--- src/mpid_pkg.sv ---
// Shared types, constants and codes for the DC motor PI/PID controller.
package mpid_pkg;

  // Encoder count that maps to position zero, and current sensor midpoint.
  localparam int COUNT_ZERO     = 32000;
  localparam int CURRENT_OFFSET = 512;

  // Reciprocal of 5 scaled by 2^25 and rounded up, used by the current filter.
  localparam int RECIP5_SHIFT = 25;
  localparam int RECIP5       = 6710887;

  // Drive limits and deadband in whole drive units.
  localparam int DRIVE_MAX = 127;
  localparam int DEADBAND  = 20;
  localparam int SPD_ILIM  = 255;

  localparam int CFG_IDX_W  = 3;
  localparam int CFG_DATA_W = 23;

  // Commands carried in the input beat.
  typedef enum logic [2:0] {
    CMD_TICK    = 3'd0,
    CMD_CURRENT = 3'd1,
    CMD_GOAL    = 3'd2,
    CMD_SPEED   = 3'd3,
    CMD_STOP    = 3'd4,
    CMD_MODE    = 3'd5
  } cmd_e;

  // Configuration register indexes.
  typedef enum logic [CFG_IDX_W-1:0] {
    REG_POS_KP   = 3'd0,
    REG_POS_KI   = 3'd1,
    REG_POS_KD   = 3'd2,
    REG_SPD_KP   = 3'd3,
    REG_SPD_KI   = 3'd4,
    REG_POS_ILIM = 3'd5,
    REG_TRAVEL   = 3'd6,
    REG_CUR_LIM  = 3'd7
  } cfg_reg_e;

  // What a beat does to the held drive outputs once it reaches the last stage.
  typedef enum logic [1:0] {
    DRV_HOLD,
    DRV_LOOP,
    DRV_STOP
  } drv_kind_e;

  typedef struct packed {
    logic signed [15:0] pos_kp;
    logic signed [15:0] pos_ki;
    logic signed [15:0] pos_kd;
    logic signed [15:0] spd_kp;
    logic signed [15:0] spd_ki;
    logic [22:0]        pos_ilim;
    logic [15:0]        travel_max;
    logic [9:0]         cur_lim;
  } cfg_t;

  typedef struct packed {
    logic [2:0]         cmd;
    logic [15:0]        encoder_count;
    logic [9:0]         current_sample;
    logic [15:0]        goal_counts;
    logic signed [15:0] speed_target;
    logic               speed_mode;
  } in_item_t;

  // Loop operands and status after the state update stage.
  typedef struct packed {
    drv_kind_e          kind;
    logic signed [17:0] a1;
    logic signed [23:0] a2;
    logic signed [18:0] a3;
    logic signed [15:0] k1;
    logic signed [15:0] k2;
    logic signed [15:0] k3;
    logic               oc;
    logic               moving;
    logic signed [15:0] position;
  } ops_t;

  // Gain products after the multiply stage.
  typedef struct packed {
    drv_kind_e          kind;
    logic signed [33:0] p1;
    logic signed [39:0] p2;
    logic signed [34:0] p3;
    logic               oc;
    logic               moving;
    logic signed [15:0] position;
  } prod_t;

  typedef struct packed {
    logic               drive_a;
    logic               drive_b_is_pwm;
    logic [7:0]         drive_b_duty;
    logic               over_current;
    logic               moving;
    logic signed [15:0] position_counts;
  } result_t;

endpackage

--- src/mpid_cfg.sv ---
// Configuration register file of the motor controller.
module mpid_cfg (
  input  logic                           clk_i,
  input  logic                           rst_ni,
  input  logic                           cfg_valid_i,
  output logic                           cfg_ready_o,
  input  logic [mpid_pkg::CFG_IDX_W-1:0]  cfg_index_i,
  input  logic [mpid_pkg::CFG_DATA_W-1:0] cfg_data_i,
  output mpid_pkg::cfg_t                 cfg_o
);
  import mpid_pkg::*;

  cfg_t cfg_q;

  // Writes are always taken.
  assign cfg_ready_o = 1'b1;
  assign cfg_o       = cfg_q;

  // One register per index, reset to its documented value.
  always_ff @(posedge clk_i or negedge rst_ni) begin
    if (!rst_ni) begin
      cfg_q.pos_kp     <= 16'sd256;
      cfg_q.pos_ki     <= 16'sd0;
      cfg_q.pos_kd     <= 16'sd0;
      cfg_q.spd_kp     <= 16'sd256;
      cfg_q.spd_ki     <= 16'sd0;
      cfg_q.pos_ilim   <= 23'd65535;
      cfg_q.travel_max <= 16'hFFFF;
      cfg_q.cur_lim    <= 10'd1023;
    end else if (cfg_valid_i) begin
      case (cfg_reg_e'(cfg_index_i))
        REG_POS_KP:   cfg_q.pos_kp     <= cfg_data_i[15:0];
        REG_POS_KI:   cfg_q.pos_ki     <= cfg_data_i[15:0];
        REG_POS_KD:   cfg_q.pos_kd     <= cfg_data_i[15:0];
        REG_SPD_KP:   cfg_q.spd_kp     <= cfg_data_i[15:0];
        REG_SPD_KI:   cfg_q.spd_ki     <= cfg_data_i[15:0];
        REG_POS_ILIM: cfg_q.pos_ilim   <= cfg_data_i;
        REG_TRAVEL:   cfg_q.travel_max <= cfg_data_i[15:0];
        REG_CUR_LIM:  cfg_q.cur_lim    <= cfg_data_i[9:0];
        default: ;
      endcase
    end
  end

endmodule

--- src/mpid_state.sv ---
// Input register and controller state update; emits loop operands per beat.
module mpid_state (
  input  logic               clk_i,
  input  logic               rst_ni,
  input  mpid_pkg::cfg_t     cfg_i,
  input  logic               in_valid_i,
  output logic               in_ready_o,
  input  mpid_pkg::in_item_t in_item_i,
  output logic               ops_valid_o,
  input  logic               ops_ready_i,
  output mpid_pkg::ops_t     ops_o
);
  import mpid_pkg::*;

  // Input register
  in_item_t in_q;
  logic     in_valid_q;
  logic     adv;
  logic     ops_free;

  // Controller state
  logic [15:0]        last_count_q, last_count_d;
  logic [15:0]        goal_q, goal_d;
  logic signed [17:0] last_err_q, last_err_d;
  logic signed [23:0] pos_sum_q, pos_sum_d;
  logic signed [9:0]  spd_sum_q, spd_sum_d;
  logic signed [15:0] setpoint_q, setpoint_d;
  logic               speed_on_q, speed_on_d;
  logic signed [19:0] cf_q, cf_d;
  logic [15:0]        seen_q, seen_d;

  // Stage register
  ops_t ops_q, ops_d;
  logic ops_valid_q;

  // Datapath signals
  logic signed [16:0] pos_full;
  logic [15:0]        pos16;
  logic signed [15:0] speed;
  logic signed [16:0] spd_e;
  logic signed [17:0] spd_acc;
  logic signed [9:0]  spd_sum_c;
  logic signed [17:0] pos_e;
  logic signed [18:0] pos_d;
  logic signed [24:0] pos_acc;
  logic signed [24:0] pos_lim;
  logic signed [23:0] pos_sum_c;
  logic signed [10:0] cur_v;
  logic signed [22:0] filt_n;
  logic [22:0]        filt_m;
  logic [45:0]        filt_prod;
  logic [19:0]        filt_q;
  logic [19:0]        cf_mag;
  logic               oc_now;
  logic [15:0]        goal_req;
  logic [15:0]        stop_goal;
  logic [15:0]        pos_out;
  logic signed [16:0] pos_seen;
  logic signed [17:0] move_err;

  assign ops_free    = !ops_valid_q || ops_ready_i;
  assign adv         = in_valid_q && ops_free;
  assign in_ready_o  = !in_valid_q || ops_free;
  assign ops_valid_o = ops_valid_q;
  assign ops_o       = ops_q;

  // Position and speed loop arithmetic.
  always_comb begin
    pos_full = $signed({1'b0, in_q.encoder_count}) - 17'(COUNT_ZERO);
    pos16    = pos_full[15:0];
    speed    = $signed(pos16 - last_count_q);
    spd_e    = 17'(speed) - 17'(setpoint_q);
    spd_acc  = 18'(spd_sum_q) + 18'(spd_e);
    if (spd_acc > 18'(SPD_ILIM)) begin
      spd_sum_c = 10'(SPD_ILIM);
    end else if (spd_acc < -18'(SPD_ILIM)) begin
      spd_sum_c = -10'(SPD_ILIM);
    end else begin
      spd_sum_c = spd_acc[9:0];
    end

    pos_e   = $signed({2'b00, goal_q}) - 18'(pos_full);
    pos_d   = 19'(pos_e) - 19'(last_err_q);
    pos_acc = 25'(pos_sum_q) + 25'(pos_e);
    pos_lim = $signed({2'b00, cfg_i.pos_ilim});
    if (pos_acc > pos_lim) begin
      pos_sum_c = pos_lim[23:0];
    end else if (pos_acc < -pos_lim) begin
      pos_sum_c = 24'(-pos_lim);
    end else begin
      pos_sum_c = pos_acc[23:0];
    end
  end

  // Current low-pass: (4*old + 256*v) / 5, rounded half away from zero.
  always_comb begin
    cur_v     = $signed({1'b0, in_q.current_sample}) - 11'(CURRENT_OFFSET);
    filt_n    = (23'(cf_q) <<< 2) + (23'(cur_v) <<< 8);
    filt_m    = (filt_n[22] ? 23'(-filt_n) : filt_n) + 23'd2;
    filt_prod = 46'(filt_m) * 46'(RECIP5);
    filt_q    = filt_prod[RECIP5_SHIFT+19:RECIP5_SHIFT];
    cf_mag    = cf_q[19] ? 20'(-cf_q) : cf_q;
    oc_now    = cf_mag > {2'b00, cfg_i.cur_lim, 8'h00};
  end

  // Goal clamps for set goal and stop.
  always_comb begin
    goal_req = (in_q.goal_counts > cfg_i.travel_max) ? cfg_i.travel_max : in_q.goal_counts;
    if (pos_full < 17'sd0) begin
      stop_goal = 16'd0;
    end else if (pos_full[15:0] > cfg_i.travel_max) begin
      stop_goal = cfg_i.travel_max;
    end else begin
      stop_goal = pos_full[15:0];
    end
  end

  // Next state and loop operands per command.
  always_comb begin
    last_count_d = last_count_q;
    goal_d       = goal_q;
    last_err_d   = last_err_q;
    pos_sum_d    = pos_sum_q;
    spd_sum_d    = spd_sum_q;
    setpoint_d   = setpoint_q;
    speed_on_d   = speed_on_q;
    cf_d         = cf_q;
    seen_d       = seen_q;
    ops_d        = '0;
    ops_d.kind   = DRV_HOLD;
    ops_d.oc     = oc_now;
    case (in_q.cmd)
      CMD_TICK: begin
        seen_d     = in_q.encoder_count;
        ops_d.kind = DRV_LOOP;
        if (speed_on_q) begin
          // Speed loop drives the negated PI output; zero setpoint means no drive.
          last_count_d = pos16;
          ops_d.k1     = cfg_i.spd_kp;
          ops_d.k2     = cfg_i.spd_ki;
          if (setpoint_q == 16'sd0) begin
            spd_sum_d = '0;
          end else begin
            spd_sum_d = spd_sum_c;
            ops_d.a1  = -18'(spd_e);
            ops_d.a2  = -24'(spd_sum_c);
          end
        end else begin
          pos_sum_d  = pos_sum_c;
          last_err_d = pos_e;
          ops_d.a1   = pos_e;
          ops_d.a2   = pos_sum_c;
          ops_d.a3   = pos_d;
          ops_d.k1   = cfg_i.pos_kp;
          ops_d.k2   = cfg_i.pos_ki;
          ops_d.k3   = cfg_i.pos_kd;
        end
      end
      CMD_CURRENT: begin
        cf_d = filt_n[22] ? -$signed(filt_q) : $signed(filt_q);
      end
      CMD_GOAL: begin
        goal_d = goal_req;
      end
      CMD_SPEED: begin
        setpoint_d = in_q.speed_target;
      end
      CMD_STOP: begin
        seen_d     = in_q.encoder_count;
        ops_d.kind = DRV_STOP;
        setpoint_d = '0;
        goal_d     = stop_goal;
        last_err_d = '0;
        pos_sum_d  = '0;
        spd_sum_d  = '0;
      end
      CMD_MODE: begin
        seen_d = in_q.encoder_count;
        if (in_q.speed_mode) begin
          spd_sum_d    = '0;
          setpoint_d   = '0;
          last_count_d = pos16;
          speed_on_d   = 1'b1;
        end else begin
          speed_on_d = 1'b0;
        end
      end
      default: ;
    endcase

    // Reported position and motion from the updated state; the error uses the
    // full-width position so that counts above the signed range compare right.
    pos_out        = seen_d - 16'(COUNT_ZERO);
    pos_seen       = $signed({1'b0, seen_d}) - 17'(COUNT_ZERO);
    move_err       = $signed({2'b00, goal_d}) - 18'(pos_seen);
    ops_d.position = $signed(pos_out);
    if (speed_on_d) begin
      ops_d.moving = setpoint_d != 16'sd0;
    end else begin
      ops_d.moving = (move_err > 18'sd1) || (move_err < -18'sd1);
    end
  end

  // Input register handshake.
  always_ff @(posedge clk_i or negedge rst_ni) begin
    if (!rst_ni) begin
      in_valid_q <= 1'b0;
    end else if (in_ready_o) begin
      in_valid_q <= in_valid_i;
    end
  end

  always_ff @(posedge clk_i) begin
    if (in_valid_i && in_ready_o) begin
      in_q <= in_item_i;
    end
  end

  // State registers advance as a beat leaves the input register.
  always_ff @(posedge clk_i or negedge rst_ni) begin
    if (!rst_ni) begin
      last_count_q <= '0;
      goal_q       <= '0;
      last_err_q   <= '0;
      pos_sum_q    <= '0;
      spd_sum_q    <= '0;
      setpoint_q   <= '0;
      speed_on_q   <= 1'b1;
      cf_q         <= '0;
      seen_q       <= 16'(COUNT_ZERO);
    end else if (adv) begin
      last_count_q <= last_count_d;
      goal_q       <= goal_d;
      last_err_q   <= last_err_d;
      pos_sum_q    <= pos_sum_d;
      spd_sum_q    <= spd_sum_d;
      setpoint_q   <= setpoint_d;
      speed_on_q   <= speed_on_d;
      cf_q         <= cf_d;
      seen_q       <= seen_d;
    end
  end

  // Operand stage register.
  always_ff @(posedge clk_i or negedge rst_ni) begin
    if (!rst_ni) begin
      ops_valid_q <= 1'b0;
    end else if (ops_free) begin
      ops_valid_q <= in_valid_q;
    end
  end

  always_ff @(posedge clk_i) begin
    if (adv) begin
      ops_q <= ops_d;
    end
  end

endmodule

--- src/mpid_mult.sv ---
// Gain multiply stage: three signed products, registered.
module mpid_mult (
  input  logic            clk_i,
  input  logic            rst_ni,
  input  logic            ops_valid_i,
  output logic            ops_ready_o,
  input  mpid_pkg::ops_t  ops_i,
  output logic            prod_valid_o,
  input  logic            prod_ready_i,
  output mpid_pkg::prod_t prod_o
);
  import mpid_pkg::*;

  prod_t prod_q, prod_d;
  logic  prod_valid_q;

  assign ops_ready_o  = !prod_valid_q || prod_ready_i;
  assign prod_valid_o = prod_valid_q;
  assign prod_o       = prod_q;

  // Exact products of operands and Q8.8 gains.
  always_comb begin
    prod_d.kind     = ops_i.kind;
    prod_d.p1       = 34'(ops_i.a1) * 34'(ops_i.k1);
    prod_d.p2       = 40'(ops_i.a2) * 40'(ops_i.k2);
    prod_d.p3       = 35'(ops_i.a3) * 35'(ops_i.k3);
    prod_d.oc       = ops_i.oc;
    prod_d.moving   = ops_i.moving;
    prod_d.position = ops_i.position;
  end

  always_ff @(posedge clk_i or negedge rst_ni) begin
    if (!rst_ni) begin
      prod_valid_q <= 1'b0;
    end else if (ops_ready_o) begin
      prod_valid_q <= ops_valid_i;
    end
  end

  always_ff @(posedge clk_i) begin
    if (ops_valid_i && ops_ready_o) begin
      prod_q <= prod_d;
    end
  end

endmodule

--- src/mpid_drive.sv ---
// Loop sum, overcurrent cut, saturation, deadband and the result register.
module mpid_drive (
  input  logic              clk_i,
  input  logic              rst_ni,
  input  logic              prod_valid_i,
  output logic              prod_ready_o,
  input  mpid_pkg::prod_t   prod_i,
  output logic              res_valid_o,
  input  logic              res_ready_i,
  output mpid_pkg::result_t res_o
);
  import mpid_pkg::*;

  result_t res_q;
  logic    res_valid_q;
  logic    load;

  logic signed [41:0] loop_sum;
  logic signed [41:0] loop_adj;
  logic signed [41:0] loop_div;
  logic signed [7:0]  cmd_sat;
  logic signed [8:0]  duty_w;
  logic               dead;

  assign prod_ready_o = !res_valid_q || res_ready_i;
  assign load         = prod_valid_i && prod_ready_o;
  assign res_valid_o  = res_valid_q;
  assign res_o        = res_q;

  // Sum the terms, divide by 256 toward zero, then cut and saturate.
  always_comb begin
    loop_sum = 42'(prod_i.p1) + 42'(prod_i.p2) + 42'(prod_i.p3);
    loop_adj = loop_sum + (loop_sum[41] ? 42'sd255 : 42'sd0);
    loop_div = loop_adj >>> 8;
    if (prod_i.oc) begin
      cmd_sat = '0;
    end else if (loop_div > 42'(DRIVE_MAX)) begin
      cmd_sat = 8'(DRIVE_MAX);
    end else if (loop_div < -42'(DRIVE_MAX)) begin
      cmd_sat = -8'(DRIVE_MAX);
    end else begin
      cmd_sat = loop_div[7:0];
    end
    dead   = (cmd_sat > -8'(DEADBAND)) && (cmd_sat < 8'(DEADBAND));
    duty_w = 9'(cmd_sat) + 9'(DRIVE_MAX);
  end

  always_ff @(posedge clk_i or negedge rst_ni) begin
    if (!rst_ni) begin
      res_valid_q <= 1'b0;
    end else if (prod_ready_o) begin
      res_valid_q <= prod_valid_i;
    end
  end

  // Drive fields hold between tick and stop beats; they reset to A high, B low.
  always_ff @(posedge clk_i or negedge rst_ni) begin
    if (!rst_ni) begin
      res_q.drive_a         <= 1'b1;
      res_q.drive_b_is_pwm  <= 1'b0;
      res_q.drive_b_duty    <= '0;
      res_q.over_current    <= 1'b0;
      res_q.moving          <= 1'b0;
      res_q.position_counts <= '0;
    end else if (load) begin
      res_q.moving          <= prod_i.moving;
      res_q.position_counts <= prod_i.position;
      case (prod_i.kind)
        DRV_LOOP: begin
          res_q.drive_a        <= dead;
          res_q.drive_b_is_pwm <= !dead;
          res_q.drive_b_duty   <= dead ? 8'd0 : duty_w[7:0];
          res_q.over_current   <= prod_i.oc;
        end
        DRV_STOP: begin
          res_q.drive_a        <= 1'b0;
          res_q.drive_b_is_pwm <= 1'b0;
          res_q.drive_b_duty   <= '0;
          res_q.over_current   <= 1'b0;
        end
        default: ;
      endcase
    end
  end

endmodule

--- src/dc_motor_pi_pid_controller.sv ---
// Top level of the DC motor controller with PI speed and PID position loops.
//
//  Channel   Direction  Beat contents (low bits first)
//  s_axis    in         tuser: cmd; tdata: encoder, current, goal, speed, mode
//  m_axis    out        tdata: drive_a, b_is_pwm, b_duty, over_current, moving, pos
//  cfg       in         cfg_index_i selects register, cfg_data_i is the value
//
// One beat is accepted per cycle unless a stalled result stream has filled the stages;
// a result passes the operand, product and result registers behind the input register.
// The state update between the input and operand registers sets that rate.
// Reset is asynchronous and active low; no clearing pass is needed.
// A stalled result holds each stage that is full; empty stages still fill.
module dc_motor_pi_pid_controller (
  input  logic                            clk_i,
  input  logic                            rst_ni,
  input  logic                            s_axis_tvalid,
  output logic                            s_axis_tready,
  // [15:0] encoder_count, [25:16] current_sample, [41:26] goal_counts,
  // [57:42] speed_target, [58] speed_mode, rest zero
  input  logic [63:0]                     s_axis_tdata,
  // [2:0] cmd
  input  logic [2:0]                      s_axis_tuser,
  output logic                            m_axis_tvalid,
  input  logic                            m_axis_tready,
  // [0] drive_a, [1] drive_b_is_pwm, [9:2] drive_b_duty, [10] over_current,
  // [11] moving, [27:12] position_counts, rest zero
  output logic [31:0]                     m_axis_tdata,
  input  logic                            cfg_valid_i,
  output logic                            cfg_ready_o,
  input  logic [mpid_pkg::CFG_IDX_W-1:0]  cfg_index_i,
  input  logic [mpid_pkg::CFG_DATA_W-1:0] cfg_data_i
);
  import mpid_pkg::*;

  cfg_t     cfg;
  in_item_t in_item;
  ops_t     ops;
  prod_t    prod;
  result_t  res;
  logic     ops_valid, ops_ready;
  logic     prod_valid, prod_ready;

  // Unpack the input beat.
  always_comb begin
    in_item.cmd            = s_axis_tuser;
    in_item.encoder_count  = s_axis_tdata[15:0];
    in_item.current_sample = s_axis_tdata[25:16];
    in_item.goal_counts    = s_axis_tdata[41:26];
    in_item.speed_target   = s_axis_tdata[57:42];
    in_item.speed_mode     = s_axis_tdata[58];
  end

  mpid_cfg u_cfg (
    .clk_i       (clk_i),
    .rst_ni      (rst_ni),
    .cfg_valid_i (cfg_valid_i),
    .cfg_ready_o (cfg_ready_o),
    .cfg_index_i (cfg_index_i),
    .cfg_data_i  (cfg_data_i),
    .cfg_o       (cfg)
  );

  mpid_state u_state (
    .clk_i       (clk_i),
    .rst_ni      (rst_ni),
    .cfg_i       (cfg),
    .in_valid_i  (s_axis_tvalid),
    .in_ready_o  (s_axis_tready),
    .in_item_i   (in_item),
    .ops_valid_o (ops_valid),
    .ops_ready_i (ops_ready),
    .ops_o       (ops)
  );

  mpid_mult u_mult (
    .clk_i        (clk_i),
    .rst_ni       (rst_ni),
    .ops_valid_i  (ops_valid),
    .ops_ready_o  (ops_ready),
    .ops_i        (ops),
    .prod_valid_o (prod_valid),
    .prod_ready_i (prod_ready),
    .prod_o       (prod)
  );

  mpid_drive u_drive (
    .clk_i        (clk_i),
    .rst_ni       (rst_ni),
    .prod_valid_i (prod_valid),
    .prod_ready_o (prod_ready),
    .prod_i       (prod),
    .res_valid_o  (m_axis_tvalid),
    .res_ready_i  (m_axis_tready),
    .res_o        (res)
  );

  // Pack the result beat.
  assign m_axis_tdata = {4'h0, res.position_counts, res.moving, res.over_current,
                         res.drive_b_duty, res.drive_b_is_pwm, res.drive_a};

endmodule

--- config.mk ---
export PLATFORM = sky130hd
export DESIGN_NAME = dc_motor_pi_pid_controller
export DESIGN_NICKNAME = d
export VERILOG_FILES = /design/src/mpid_pkg.sv /design/src/mpid_cfg.sv /design/src/mpid_state.sv /design/src/mpid_mult.sv /design/src/mpid_drive.sv /design/src/dc_motor_pi_pid_controller.sv
export SDC_FILE = /design/constraint.sdc
export NUM_CORES = 2
export LEC_CHECK = 0
export BUFFER_PORTS_ARGS = -buffer_cell sky130_fd_sc_hd__buf_2
export CORE_AREA = 3 3 543 545
export DETAILED_ROUTE_END_ITERATION = 16
export DIE_AREA = 0 0 546 548
export PLACE_DENSITY = 0.45
export SYNTH_ARGS = -nofsm -noshare
export SYNTH_HDL_FRONTEND = slang
export SYNTH_HIERARCHICAL = 1
export SYNTH_SLANG_ARGS = --single-unit
--- constraint.sdc ---
create_clock -name clk_i -period 24.5 [get_ports clk_i]
set_clock_uncertainty 0.2 [all_clocks]
set_input_delay 1.225 -clock clk_i [delete_from_list [all_inputs] [get_ports clk_i]]
set_output_delay 1.225 -clock clk_i [all_outputs]
set_load 0.1 [all_outputs]
==> results.toml <==
[status]
status = "completed"

[final_layout]
drive_above_1_share_pct = 7.62
final_cell_area_sq_um = 91700
fillers = 30191
final_cells = 12679
final_common_cell = "inv_1"
layout_common_cells = "inv_1, fa_1, nand2_1, ha_1, and2_1"
areaGrowthSynthToFinish_pct = 8.95
fin_nets = 10768

[critical_path]
worst_path_most_repeated_cell = "fa_1"
crit_arrival_ns = 12.33
critPathKind = "register to register"
startpoint_type = "register"
slowest_delay_ns = 0.87
path_max_fanout = 18
critPathRequiredTime_ns = 24.85
cp-end-kind = "register"
crit_path_top_delay_cell = "a2111oi_0"

[synthesis]
ys_ff_latch = 618
synth_top_area_share_pct = 28.8
yosysWarnings = 6
async_flop_share_pct = 48.2
yosys-top-cells-area = "fa_1, edfxtp_1, ha_1, inv_1, dfrtp_1"
synth_top_area_cell = "fa_1"
synth_area_sq_um = 84200
synthDistinctLibCells = 135
syn_inst = 8735
yosysSeqAreaShare_pct = 20.3
synth-main-ff-cell = "edfxtp_1"
synth-edff-count = 320
avgSynthCellArea_sq_um = 9.64

[placed_design]
placed_area_sq_um = 89000
routabilityCongestion = 0.868
hpwl_um = 198000
dp_cells = 12536
port_buffers = 122

[clock_tree]
path_clk_slew_ns = 0.06
cts_tree = "done"
clockRootBuffer = "clkbuf_16"
numCtsBuffers = 75
htreeDepth = 3
max-clock-path-buffers = 3
post-cts-setup-buffers = 0
cts_hold_buf = 0
cts_resized = 0
clock_latency_ns = 0.69
cts.sinks = 618

[routing]
drc = 0
vias = 60210
ant_nets = 0
wl_per_cell_um = 19.4
wirelength_um = 246000
drt-initial-drc-count = 3289
firstDrtPassIters = 8
vias_per_cell = 4.75

[timing]
final.period_utilization_pct = 48.9
period_minus_slack_ns = 11.98
tightestPinTransition_ns = 1.12
drv_slew = 0
finalSetupViolCount = 0
fmax_ghz = 0.0835
slew-limit-headroom_pct = 24.7
rsz0062_at_grt = "no"
hold_viol = 0
tns_ns = 0

[global_routing]
overflow = 0
grt_max_degree = 73
grt_pass1_vias = 64244
grt_pass1_wl_um = 384000
antenna_found_initial = 18
grt_use_total_pct = 16.4

[die]
die_h_um = 548
initial_core_util_pct = 29.0
die_w_um = 546
core_sq_um = 291000
fp.dieArea_sq_um = 299000
rows = 198
io_pins = 133

[min_path]
hold_class = "register to register"

[run]
drv_cap = 0
state kept, by name, indices dropped and copies added (netlist names), 18 cells and up:
signal	count
u_state/cf_q	20
u_drive/res_o	28
u_state/ops_o	129
u_state/last_err_q	18
u_state/in_q	62
u_state/pos_sum_q	24
u_cfg/cfg_o	129
u_mult/prod_o	129
routing by layer:
layer | track usage (%) | vias to the layer above | share of wire [%]
met3 | 1.70 | 242 | 3.8
met4 | 3.67 | 0 | 2.3
li1 | - | 28207 | -
met2 | 27.5 | 1280 | 47
met5 | 0 | - | 0
met1 | 22.7 | 30481 | 47
cell type report:
| cell class | count | area [sq um] | area share [%] |
|---|---|---|---|
| Clock inverter | 50 | 679 | 0.741 |
| Clock buffer | 89 | 1980 | 2.16 |
| Sequential cell | 618 | 17100 | 18.7 |
| Tap cell | 3900 | 4880 | 5.32 |
| Inverter | 1661 | 6240 | 6.80 |
| Multi-Input combinational cell | 6164 | 59600 | 65.0 |
| Antenna cell | 4 | 10.0 | 0.0109 |
| Timing Repair Buffer | 193 | 1150 | 1.26 |
cells in the mapped netlist (32+ instances only):
cell	number
inv_1	1659
fa_1	1210
nand2_1	895
ha_1	747
and2_1	413
nor2_1	368
edfxtp_1	320
a21oi_1	314
o21ai_0	267
xnor2_1	258
dfrtp_1	246
clkbuf_1	240
mux2_2	152
a21o_1	127
xor2_1	124
nor3_1	109
nand3_1	98
mux2i_1	83
nand2b_1	78
o21a_1	63
nand4_1	61
nor2b_1	53
dfstp_2	52
o31ai_1	43
and3_1	42
nor4_1	41
a31oi_1	40
or3_1	38
o211ai_1	36
a22o_1	34
a211oi_1	32
through the flow:
stage / hold WS (ns) / setup slack (ns) / util [%]
CTS: 0.221 / 12.50 / 31.6
global placement: 0.204 / 12.57 / 30.6
floorplan: 0.200 / 14.64 / -
finish: 0.224 / 12.52 / 31.6
global route: 0.227 / 11.79 / 31.6
detailed placement: 0.205 / 12.55 / 30.6
worst max-delay path: cells and delay by family, from the launching register on:
kind                     cells  cell delay [ns]
AO/OA/AOI/OAI               13             3.64
XOR/XNOR                     2             1.04
adder cells (fa/ha/maj)     10             4.67
buffers and inverters        4             0.29
flip-flops                   1             0.46
AND/OR/NAND/NOR              6             1.50
kinds of logic (layout without fill, tap and decap cells):
logic type	after synthesis	after routing	synth area share (%)
buf+inv	1956	1993	8.91
flops	618	618	20.3
compound gates	1253	1253	10.0
xor+xnor	385	385	4.03
other cells	2	9	0.00892
mux	245	245	3.20
fa+ha+maj	1957	1957	39.9
simple gates	2319	2319	13.6
final timing paths:
kind                                                   from                       endpoint  slack [ns]  cells after the start
max in group asynchronous                            rst_ni   u_cfg/cfg_o[118]$_DFFE_PN0P_       21.75                      3
worst min-delay path             u_state/ops_o[1]$_DFFE_PP_     u_mult/prod_o[1]$_DFFE_PP_        0.22                      0
worst min register to register   u_state/ops_o[1]$_DFFE_PP_     u_mult/prod_o[1]$_DFFE_PP_        0.22                      0
worst max register to register  u_state/cf_q[6]$_DFFE_PN0P_   u_state/cf_q[17]$_DFFE_PN0P_       12.52                     35
worst max-delay path            u_state/cf_q[6]$_DFFE_PN0P_   u_state/cf_q[17]$_DFFE_PN0P_       12.52                     35
min in group asynchronous                            rst_ni  u_state/seen_q[1]$_DFFE_PN0P_        0.28                      1
Power is left out: the tool's default activity adds up to more than one toggle a clock period on the data nets, which glitch-free logic cannot reach.
